### src/hw/rtl/spq_pkg.sv
package spq_pkg;

    localparam int VALUE_W = 32;
    localparam int PRIO_W  = 8;
    localparam int OCC_W   = 5;

    typedef enum logic {
        KIND_ENQ = 1'b0,
        KIND_DEQ = 1'b1
    } t_kind;

    typedef enum logic [1:0] {
        ST_OK    = 2'd0,
        ST_EMPTY = 2'd1,
        ST_FULL  = 2'd2
    } t_status;

    // Operation broadcast to every cell of the chain.
    typedef struct packed {
        logic               enq;
        logic               deq;
        logic [VALUE_W-1:0] value;
        logic [PRIO_W-1:0]  prio;
    } t_cmd;

    // What one cell shows its neighbours.
    typedef struct packed {
        logic               valid;
        logic [VALUE_W-1:0] value;
        logic [PRIO_W-1:0]  prio;
        logic               spill;   // entry moves one place towards the tail
    } t_link;

endpackage

### src/hw/rtl/spq_if.sv
interface spq_in_if;
    logic                                valid;
    logic                                ready;
    logic                                kind;
    logic signed [spq_pkg::VALUE_W-1:0]  item_value;
    logic        [spq_pkg::PRIO_W-1:0]   item_priority;

    modport source (output valid, kind, item_value, item_priority, input ready);
    modport sink   (input valid, kind, item_value, item_priority, output ready);
endinterface

interface spq_out_if;
    logic                                valid;
    logic                                ready;
    logic signed [spq_pkg::VALUE_W-1:0]  out_value;
    logic        [1:0]                   status;
    logic        [spq_pkg::OCC_W-1:0]    occupancy;

    modport source (output valid, out_value, status, occupancy, input ready);
    modport sink   (input valid, out_value, status, occupancy, output ready);
endinterface

### src/hw/rtl/spq_cell.sv
module spq_cell (
    input  logic           i_clk,
    input  logic           i_rst_n,
    input  spq_pkg::t_cmd  i_cmd,
    input  spq_pkg::t_link i_left,
    input  spq_pkg::t_link i_right,
    output spq_pkg::t_link o_link
);

    logic                        r_valid;
    logic [spq_pkg::VALUE_W-1:0] r_value;
    logic [spq_pkg::PRIO_W-1:0]  r_prio;
    logic                        n_valid;
    logic [spq_pkg::VALUE_W-1:0] n_value;
    logic [spq_pkg::PRIO_W-1:0]  n_prio;
    logic                        w_yield;

    // own entry gives way to the new one (ties: newest first)
    assign w_yield = r_valid && (r_prio <= i_cmd.prio);

    always_comb begin
        n_valid = r_valid;
        n_value = r_value;
        n_prio  = r_prio;
        if (i_cmd.enq) begin
            if (i_left.spill) begin
                n_valid = 1'b1;
                n_value = i_left.value;
                n_prio  = i_left.prio;
            end else if (i_left.valid && (!r_valid || w_yield)) begin
                n_valid = 1'b1;
                n_value = i_cmd.value;
                n_prio  = i_cmd.prio;
            end
        end else if (i_cmd.deq) begin
            n_valid = i_right.valid;
            n_value = i_right.value;
            n_prio  = i_right.prio;
        end
    end

    always_ff @(posedge i_clk) begin
        if (!i_rst_n) begin
            r_valid <= 1'b0;
        end else begin
            r_valid <= n_valid;
        end
        r_value <= n_value;
        r_prio  <= n_prio;
    end

    assign o_link.valid = r_valid;
    assign o_link.value = r_value;
    assign o_link.prio  = r_prio;
    assign o_link.spill = w_yield;

endmodule

### src/hw/rtl/sorted_priority_queue_top.sv
// Sorted priority queue: a chain of compare-and-shift cells, head at cell 0.
// A result beat appears in the cycle after its input beat is accepted.
// Throughput: one operation per cycle unless a result beat is stalled; every
// cell decides insert, shift or hold in parallel from the broadcast operation.
// Reset (synchronous, active low) empties the queue and drops any pending result;
// stored payloads are not cleared, only the per-cell valid bits.
module sorted_priority_queue_top #(
    parameter int CAPACITY = 16
) (
    input  logic       i_clk,
    input  logic       i_rst_n,
    spq_in_if.sink     i_in,
    spq_out_if.source  o_out
);

    localparam int CNT_W = $clog2(CAPACITY + 1);

    // Chain of cells
    spq_pkg::t_cmd  w_cmd;
    spq_pkg::t_link w_link [CAPACITY];
    spq_pkg::t_link w_head_left;   // sentinel ahead of the head: always keeps
    spq_pkg::t_link w_tail_right;  // sentinel behind the tail: empty

    // Occupancy and result register
    logic [CNT_W-1:0]             r_count;
    logic [CNT_W-1:0]             n_count;
    logic                         r_out_valid;
    logic [spq_pkg::VALUE_W-1:0]  r_out_value;
    spq_pkg::t_status             r_status;
    logic [spq_pkg::OCC_W-1:0]    r_occ;
    logic [spq_pkg::VALUE_W-1:0]  n_out_value;
    spq_pkg::t_status             n_status;
    logic [CNT_W+spq_pkg::OCC_W-1:0] w_occ_ext;

    logic w_fire;
    logic w_is_enq;
    logic w_full;
    logic w_empty;

    // A new beat is taken while the result register is free or being drained.
    assign i_in.ready = !r_out_valid || o_out.ready;
    assign w_fire     = i_in.valid && i_in.ready;
    assign w_is_enq   = (spq_pkg::t_kind'(i_in.kind) == spq_pkg::KIND_ENQ);
    assign w_full     = (r_count == CNT_W'(CAPACITY));
    assign w_empty    = (r_count == '0);

    // Full enqueues and empty dequeues leave the chain untouched.
    assign w_cmd.enq   = w_fire && w_is_enq && !w_full;
    assign w_cmd.deq   = w_fire && !w_is_enq && !w_empty;
    assign w_cmd.value = i_in.item_value;
    assign w_cmd.prio  = i_in.item_priority;

    assign w_head_left.valid  = 1'b1;
    assign w_head_left.value  = '0;
    assign w_head_left.prio   = '0;
    assign w_head_left.spill  = 1'b0;
    assign w_tail_right.valid = 1'b0;
    assign w_tail_right.value = '0;
    assign w_tail_right.prio  = '0;
    assign w_tail_right.spill = 1'b0;

    for (genvar g = 0; g < CAPACITY; g++) begin : g_cell
        spq_pkg::t_link w_left;
        spq_pkg::t_link w_right;
        if (g == 0) begin : g_head
            assign w_left = w_head_left;
        end else begin : g_mid_l
            assign w_left = w_link[g-1];
        end
        if (g == CAPACITY - 1) begin : g_tail
            assign w_right = w_tail_right;
        end else begin : g_mid_r
            assign w_right = w_link[g+1];
        end
        spq_cell u_cell (
            .i_clk   (i_clk),
            .i_rst_n (i_rst_n),
            .i_cmd   (w_cmd),
            .i_left  (w_left),
            .i_right (w_right),
            .o_link  (w_link[g])
        );
    end

    // Result of the beat being accepted, taken from the head before the shift.
    always_comb begin
        n_count     = r_count;
        n_out_value = '0;
        n_status    = spq_pkg::ST_OK;
        if (w_is_enq) begin
            if (w_full) begin
                n_status = spq_pkg::ST_FULL;
            end else begin
                n_count = r_count + CNT_W'(1);
            end
        end else begin
            if (w_empty) begin
                n_status = spq_pkg::ST_EMPTY;
            end else begin
                n_count     = r_count - CNT_W'(1);
                n_out_value = w_link[0].value;
            end
        end
    end

    // Occupancy carries the low five bits of the count.
    assign w_occ_ext = {{spq_pkg::OCC_W{1'b0}}, n_count};

    always_ff @(posedge i_clk) begin
        if (!i_rst_n) begin
            r_count     <= '0;
            r_out_valid <= 1'b0;
        end else begin
            if (w_fire) begin
                r_count     <= n_count;
                r_out_valid <= 1'b1;
            end else if (o_out.ready) begin
                r_out_valid <= 1'b0;
            end
        end
        if (w_fire) begin
            r_out_value <= n_out_value;
            r_status    <= n_status;
            r_occ       <= w_occ_ext[spq_pkg::OCC_W-1:0];
        end
    end

    assign o_out.valid     = r_out_valid;
    assign o_out.out_value = r_out_value;
    assign o_out.status    = r_status;
    assign o_out.occupancy = r_occ;

endmodule

### src/flat_wrapper.sv
// flat-port wrapper written by rule: the top's interface ports become plain ports
module sorted_priority_queue_top_flat 
#(
    parameter int CAPACITY = 16
)
  (i_clk, i_rst_n, i_in_valid, i_in_kind, i_in_item_value, i_in_item_priority, i_in_ready, o_out_valid, o_out_out_value, o_out_status, o_out_occupancy, o_out_ready);
  spq_in_if i_in_i ();
  spq_out_if o_out_i ();
  input  logic i_clk;
  input  logic i_rst_n;
  input wire logic [$bits(i_in_i.valid)-1:0] i_in_valid;
  input wire logic [$bits(i_in_i.kind)-1:0] i_in_kind;
  input wire logic [$bits(i_in_i.item_value)-1:0] i_in_item_value;
  input wire logic [$bits(i_in_i.item_priority)-1:0] i_in_item_priority;
  output wire logic [$bits(i_in_i.ready)-1:0] i_in_ready;
  output wire logic [$bits(o_out_i.valid)-1:0] o_out_valid;
  output wire logic [$bits(o_out_i.out_value)-1:0] o_out_out_value;
  output wire logic [$bits(o_out_i.status)-1:0] o_out_status;
  output wire logic [$bits(o_out_i.occupancy)-1:0] o_out_occupancy;
  input wire logic [$bits(o_out_i.ready)-1:0] o_out_ready;
  assign i_in_i.valid = i_in_valid;
  assign i_in_i.kind = i_in_kind;
  assign i_in_i.item_value = i_in_item_value;
  assign i_in_i.item_priority = i_in_item_priority;
  assign i_in_ready = i_in_i.ready;
  assign o_out_valid = o_out_i.valid;
  assign o_out_out_value = o_out_i.out_value;
  assign o_out_status = o_out_i.status;
  assign o_out_occupancy = o_out_i.occupancy;
  assign o_out_i.ready = o_out_ready;
  sorted_priority_queue_top #(.CAPACITY(CAPACITY)) u_core (.i_clk(i_clk), .i_rst_n(i_rst_n), .i_in(i_in_i), .o_out(o_out_i));
endmodule
### config.mk
export PLATFORM = sky130hd
export DESIGN_NAME = sorted_priority_queue_top_flat
export DESIGN_NICKNAME = d
export VERILOG_FILES = /design/src/hw/rtl/spq_pkg.sv /design/src/hw/rtl/spq_if.sv /design/src/hw/rtl/spq_cell.sv /design/src/hw/rtl/sorted_priority_queue_top.sv /design/src/flat_wrapper.sv
export SDC_FILE = /design/constraint.sdc
export NUM_CORES = 2
export LEC_CHECK = 0
export BUFFER_PORTS_ARGS = -buffer_cell sky130_fd_sc_hd__buf_2
export CAP_MARGIN = 20
export CORE_MARGIN = 5
export CORE_UTILIZATION = 25
export DETAILED_ROUTE_END_ITERATION = 8
export PLACE_DENSITY = 0.43
export SYNTH_ARGS = -nofsm -noshare
export SYNTH_HDL_FRONTEND = slang
export SYNTH_SLANG_ARGS = --single-unit
### constraint.sdc
create_clock -name i_clk -period 7.42 [get_ports i_clk]
set_clock_uncertainty 0.15 [all_clocks]
set_input_delay 0.371 -clock i_clk [delete_from_list [all_inputs] [get_ports i_clk]]
set_output_delay 0.371 -clock i_clk [all_outputs]
set_load 0.05 [all_outputs]
# Word level (Yosys, flattened, before mapping)

Index checks and enable logic that the tools add are counted.

Add/subtract/negate cells: 2
$mul: 0
Div/mod/pow operators: 0
Order comparisons: 16
Equal/unequal tests: 17
Shift-type cells: 0
Mux-type cells: 197
Bitwise operators: 1
Reductions and logical operators: 92

Operators by type and width:

| cell                | count |
|---|---|
| $mux 32             | 63 |
| $mux 8              | 63 |
| $le 8x8->1          | 16 |
| $mux 1              | 66 |
| $ne 3x3->1 const B  | 14 |
| $logic_and 1x1->1   | 36 |
| $reduce_and 2->1    | 16 |
| $logic_not 1->1     | 19 |
| $logic_or 1x1->1    | 17 |
| $mux 5              | 3 |
| $add 5x1->5 const B | 1 |
| $eq 5x5->1 const B  | 1 |
| $logic_not 5->1     | 1 |
| $sub 5x1->5 const B | 1 |
| $mux 2              | 2 |
| $reduce_bool 2->1   | 2 |
| $ne 3x2->1 const B  | 1 |
| $ne 2x1->1 const B  | 1 |
| $reduce_or 2->1     | 1 |
| $not 1->1           | 1 |

Register bits after elaboration: 701
Latch bits: 0
RAM bits: 0
Bits in read-only memories: 0
Input bits: 45
Output and inout bits: 41
Word-level logic and storage cells: 378
Memories: 0

# Depth between registers and ports, before layout

Depth in word-level cells: 7
Mapped depth: 10
Gate-level depth less buffers: 8

# By module

Synthesis repeated with hierarchy kept, for this count alone.

Cells, all modules: 3548
Area total of the unflattened synthesis: 39784.4 µm²

Modules (own cells, without submodules):

| module                    | times used | cells each | area an instance (µm²) | sequential area each (µm²) |
|---|---|---|---|---|
| spq_cell                  | 16         | 212        | 2363.5                 | 1221.2 |
| sorted_priority_queue_top | 1          | 156        | 1968.1                 | 1291.2 |

# Worst setup path before layout

Ideal clock, no wire load.

Path kind: flip-flop to flip-flop
Start: register u_core.r_out_valid, in the netlist u_core.o_out.valid
End: register u_core.g_cell[15].u_cell.r_prio[0] (netlist bit) (enable)
Setup time: 493 ps
Data arrival time: 4855 ps
Data required time: 6777 ps
Path slack: 1923 ps
Cell stages (with the launch flop): 9
Buffers on the path: 3
Period minus slack after synthesis: 5497 ps
Path through: dfxtp_1 nand2b_1 nand2_1 nor3_4 buf_6 buf_4 buf_2 nand2_1 o21ai_0

Longest elaborated chain between the ends: 7
Elaborated cells between the ends (all ways): 10
Those cells by class: 1 x eq/ne; 9 x reduce/logical

Ends and longest elaborated chain:

| item                                                                    | RTL line                                                         | source |
|---|---|---|
| start, declared                                                         | sorted_priority_queue_top.sv:27                                  | `logic r_out_valid;` |
| start signal, assigned                                                  | sorted_priority_queue_top.sv:112                                 | `r_out_valid <= 1'b0;` |
| start signal, assigned                                                  | sorted_priority_queue_top.sv:116                                 | `r_out_valid <= 1'b1;` |
| start signal, assigned                                                  | sorted_priority_queue_top.sv:118                                 | `r_out_valid <= 1'b0;` |
| $logic_not 1->1 *                                                       | sorted_priority_queue_top.sv:41                                  | `assign i_in.ready = !r_out_valid \|\| o_out.ready;` |
| $logic_or 1x1->1 *                                                      | sorted_priority_queue_top.sv:41                                  |  |
| net i_in_ready                                                          | flat_wrapper.sv:15                                               | `output wire logic [$bits(i_in_i.ready)-1:0] i_in_ready;` |
| $logic_and 1x1->1 *                                                     | sorted_priority_queue_top.sv:42                                  | `assign w_fire = i_in.valid && i_in.ready;` |
| $logic_and 1x1->1 (on tied branches) (2 in a row)                       | sorted_priority_queue_top.sv:48, sorted_priority_queue_top.sv:49 |  |
| $ne 3x3->1 (no source line) / $reduce_bool 2->1 (equally long branches) | n/a                                                              |  |
| $reduce_and 2->1 (no source line) *                                     | n/a                                                              |  |
| end signal, assigned                                                    | spq_cell.sv:49                                                   | `r_prio <= n_prio;` |
| end, declared                                                           | spq_cell.sv:12                                                   | `logic [spq_pkg::PRIO_W-1:0] r_prio;` |

Mark *: on every way through the listed nets, which the timed path passes. The rest lies on a longest branch.
A chain may end at the register's enable or synchronous reset.

# Worst setup path after layout

Start: register u_core.r_out_valid, in the netlist u_core.o_out.valid
End: register u_core.g_cell[10].u_cell.r_value[23] (netlist bit) (enable)

Longest elaborated chain between the ends: 7
Elaborated cells between the ends (all ways): 10
Those cells by class: 1 x eq/ne; 9 x reduce/logical

Ends and longest elaborated chain:

| item                                                                    | RTL line                                                         | source |
|---|---|---|
| $logic_not 1->1 *                                                       | sorted_priority_queue_top.sv:41                                  |  |
| $logic_or 1x1->1 *                                                      | sorted_priority_queue_top.sv:41                                  |  |
| $logic_and 1x1->1 *                                                     | sorted_priority_queue_top.sv:42                                  |  |
| net u_core.w_fire                                                       | sorted_priority_queue_top.sv:35                                  | `logic w_fire;` |
| $logic_and 1x1->1 (on tied branches) (2 in a row)                       | sorted_priority_queue_top.sv:48, sorted_priority_queue_top.sv:49 |  |
| $ne 3x3->1 (no source line) / $reduce_bool 2->1 (equally long branches) | n/a                                                              |  |
| $reduce_and 2->1 (no source line) *                                     | n/a                                                              |  |
| end signal, assigned                                                    | spq_cell.sv:48                                                   | `r_value <= n_value;` |
| end, declared                                                           | spq_cell.sv:11                                                   | `logic [spq_pkg::VALUE_W-1:0] r_value;` |

Marked as above.

==> flow_metrics.env <==
export IMPL_run_status="finished clean"
export IMPL_insertion_delay_ps=690
export IMPL_post_route_period_util_pct=52.4
export IMPL_fin_nets=3513
export IMPL_maxSlewHeadroom_pct=16.9
export IMPL_setup_tns_ps=0
export IMPL_async_reset_ff_share_pct=0
export IMPL_synth_fp_nets=3609
export IMPL_hold_class="input port to flop"
export IMPL_gp_congestion=0.751
export IMPL_clkPwrFrac_pct=38.5
export IMPL_slowest_delay_ps=770
export IMPL_seqPwrFrac_pct=46.9
export IMPL_worst_path_most_repeated_cell="buf_4"
export IMPL_p_int_uw=7440
export IMPL_yosys_most_used_dff="edfxtp_1"
export IMPL_yosys_cell_count_top_type="edfxtp_1"
export IMPL_critPathMaxFanout=45
export IMPL_synth_seq_cells=701
export IMPL_p_leak_uw=0.0144
export IMPL_grt_max_degree=217
export IMPL_totalWireLength_um=115000
export IMPL_yosysTopAreaCellShare_pct=54.0
export IMPL_fmax_ghz=0.257
export IMPL_synth_edf_count=679
export IMPL_avgSynthCellArea_sq_um=11.0
export IMPL_cp_slowest_cell="and2_1"
export IMPL_final_cells=5421
export IMPL_rrSetupSlack_ps=3530
export IMPL_wl_per_cell_um=21.3
export IMPL_port_buffers=85
export IMPL_cts_setup_buffers=0
export IMPL_worst_slew_pin_slew_ps=1250
export IMPL_io_pins=86
export IMPL_vias_per_cell=5.13
export IMPL_cts_num_sinks=701
export IMPL_yosys_area_top_type="edfxtp_1"
export IMPL_cts_buffers=84
export IMPL_r2r_start="u_core.o_out.valid"
export IMPL_synth_area_leaders="edfxtp_1 54%, o211ai_1 8.4%, nand3_1 8.2%, nand2_1 6.5%, ha_1 4.3%"
export IMPL_rsz0062_at_grt="false"
export IMPL_syn_to_final_growth_pct=11.4
export IMPL_reg2reg_to="u_core.g_cell[10].u_cell.r_value[23]"
export IMPL_path_clk_slew_ps=60
export IMPL_drt_iter0_drc=2100
export IMPL_p_comb_share_pct=14.5
export IMPL_cts_tree="done"
export IMPL_endpoint="u_core.g_cell[10].u_cell.r_value[23]"
export IMPL_via_count=27800
export IMPL_dpl_hpwl_um=70800
export IMPL_peakVddDrop_uv=180
export IMPL_setup_worst_path_start="u_core.o_out.valid"
export IMPL_cp_arrival_ps=4070
export IMPL_ys_seq_area_share_pct=55.1
export IMPL_root_buffer="clkbuf_16"
export IMPL_netlist_area_sq_um=37800
export IMPL_setup_violations=0
export IMPL_swShare_pct=29.4
export IMPL_grt_overflow=0
export IMPL_report_final_slew_viol_count=0
export IMPL_cts_buffer_depth=3
export IMPL_critPathCaptureType="flop"
export IMPL_drc=0
export IMPL_core_area_sq_um=150000
export IMPL_ctsHoldBuffers=12
export IMPL_grt_pass1_wl_um=175000
export IMPL_initial_core_util_pct=25.2
export IMPL_placedCellCount=5256
export IMPL_power_switching_uw=3090
export IMPL_syn_instance_count=3434
export IMPL_antenna_found_initial=2
export IMPL_die_w_um=399
export IMPL_crit_chain="nand2b_1 -> nand2_1 -> inv_2 -> buf_4 -> and2_1 -> a31o_2 -> buf_4"
export IMPL_ctsHtreeMaxLevel=3
export IMPL_yosys_warnings=0
export IMPL_rr_worst_depth=7
export IMPL_num_rows=142
export IMPL_gr_usage_all_layers_pct=14.1
export IMPL_ant_nets=0
export IMPL_worstSetupStartpointType="flop"
export IMPL_hold_start="i_in_item_value[29]"
export IMPL_dieArea_sq_um=159000
export IMPL_firstDrtPassIters=5
export IMPL_power_density_nw_per_um2=250
export IMPL_final_hold_violation_count=0
export IMPL_ys_types=59
export IMPL_final_layout_size_suffix_gt1_share_pct=13.3
export IMPL_ctsResizeCount=0
export IMPL_die_height_um=399
export IMPL_drv_cap=0
export IMPL_period_needed_ps=3890
export IMPL_synth_commonest_cells="679 x edfxtp_1, 656 x nand2_1, 622 x nand3_1, 423 x o211ai_1"
export IMPL_path_class="flop to flop"
export IMPL_grt_pass1_vias=28000
export IMPL_required_ps=7600
==> registers in the layout, summed over array words and instances (netlist names) <==
name / cells
u_core.g_cell.u_cell.r_prio: 128
u_core.o_out.out_value: 32
u_core.g_cell.u_cell.r_value: 512
u_core.g_cell.u_cell.r_valid: 16
u_core.r_count: 5
u_core.o_out.occupancy: 5
u_core.o_out.valid: 1
u_core.o_out.status: 2
==> worst max-delay path: cells and delay by family (launching register included) <==
kind	cells	cell delay, ps
DFF	1	300
AOI/OAI and AO/OA	1	740
buffers and inverters	3	1170
and+or+nand+nor	3	1120
==> area by class of cell <==
type	instances	area (sq um)
Sequential cell	701	20800
Fill cell	15800	108000
Clock inverter	40	377
Antenna cell	2	5.00
Inverter	43	161
Clock buffer	111	2240
Timing Repair Buffer	146	988
Multi-Input combinational cell	2362	15000
Tap cell	2016	2520
==> worst min-delay path by stage <==
stage,depth (start not counted),endpoint
global placement,2,u_core.g_cell[15].u_cell.r_valid
floorplan,2,u_core.g_cell[15].u_cell.r_valid
finish,3,u_core.g_cell[0].u_cell.r_value[29]
CTS,3,u_core.g_cell[15].u_cell.r_valid
global route,3,u_core.g_cell[15].u_cell.r_valid
detailed placement,2,u_core.g_cell[15].u_cell.r_valid
==> kinds of logic (layout without fill, tap and decap cells) <==
kind of cell,after synthesis,after routing,share of synthesized area [%]
xor gates and xnor gates,2,2,0.0464
buffers and inverters,371,340,5.85
adders and majority gates,130,130,4.30
and+or+nand+nor,1417,1417,17.3
DFF,701,701,55.1
muxes,10,10,0.268
AOI/OAI and AO/OA,803,803,17.1
other,0,2,0
==> power by group through the flow <==
stage          Clock (uW)  Sequential [uW]  Combinational (uW)
6_report             4060             4940                1530
2_1_floorplan           0             5010                1040
4_1_cts              4190             4940                1550
5_1_grt              4330             4970                1690
3_5_place_dp            0             5020                1540
3_3_place_gp            0             5030                1530
==> per-layer routing <==
| layer | track usage [%] | wire length, um | vias up |
|---|---|---|---|
| met5 | 0 | 0 | - |
| met4 | 3.19 | 2390 | 0 |
| met3 | 2.63 | 5080 | 117 |
| met2 | 21.9 | 51300 | 497 |
| met1 | 20.3 | 56600 | 14300 |
| li1 | - | - | 12900 |
==> cell usage in the layout (no fill, tap or decap), types with 5 or more instances in the layout <==
cell type      count
a21oi_1           52
o221ai_1          14
o211ai_2         130
o21ba_2            6
edfxtp_1         679
buf_4             43
dfxtp_1           22
o21bai_1          14
o2bb2ai_4          6
ha_1             130
and3_1             7
nand2_4           18
a211oi_1          17
buf_12             6
a31o_2            15
clkinv_2           9
nor2b_4            5
mux2i_1            9
nand3_1          622
o211ai_1         423
nor2b_1            8
clkbuf_16         84
nor2_1            13
o211a_1            6
buf_2             85
o21ai_1           28
and2_1            35
clkinv_1          18
clkbuf_1          23
inv_1             42
and4_1             8
nand2_2           12
nand2_1          656
o21ai_0           61
nand4_1           20
dlygate4sd3_1     12
==> per-stage QoR <==
stage	cell area, sq um	worst slack, ps	hold WS (ps)	utilization, %	total power, uW
6_report	42100	3530	47.6	28.0	10500
3_5_place_dp	39300	3040	309	26.2	6570
3_3_place_gp	39300	2910	310	26.2	6560
5_1_grt	42100	3310	22.9	28.0	11000
2_1_floorplan	37800	1920	282	-	6060
4_1_cts	42100	3370	4.96	28.0	10700
(Power assumes the default switching activity.)
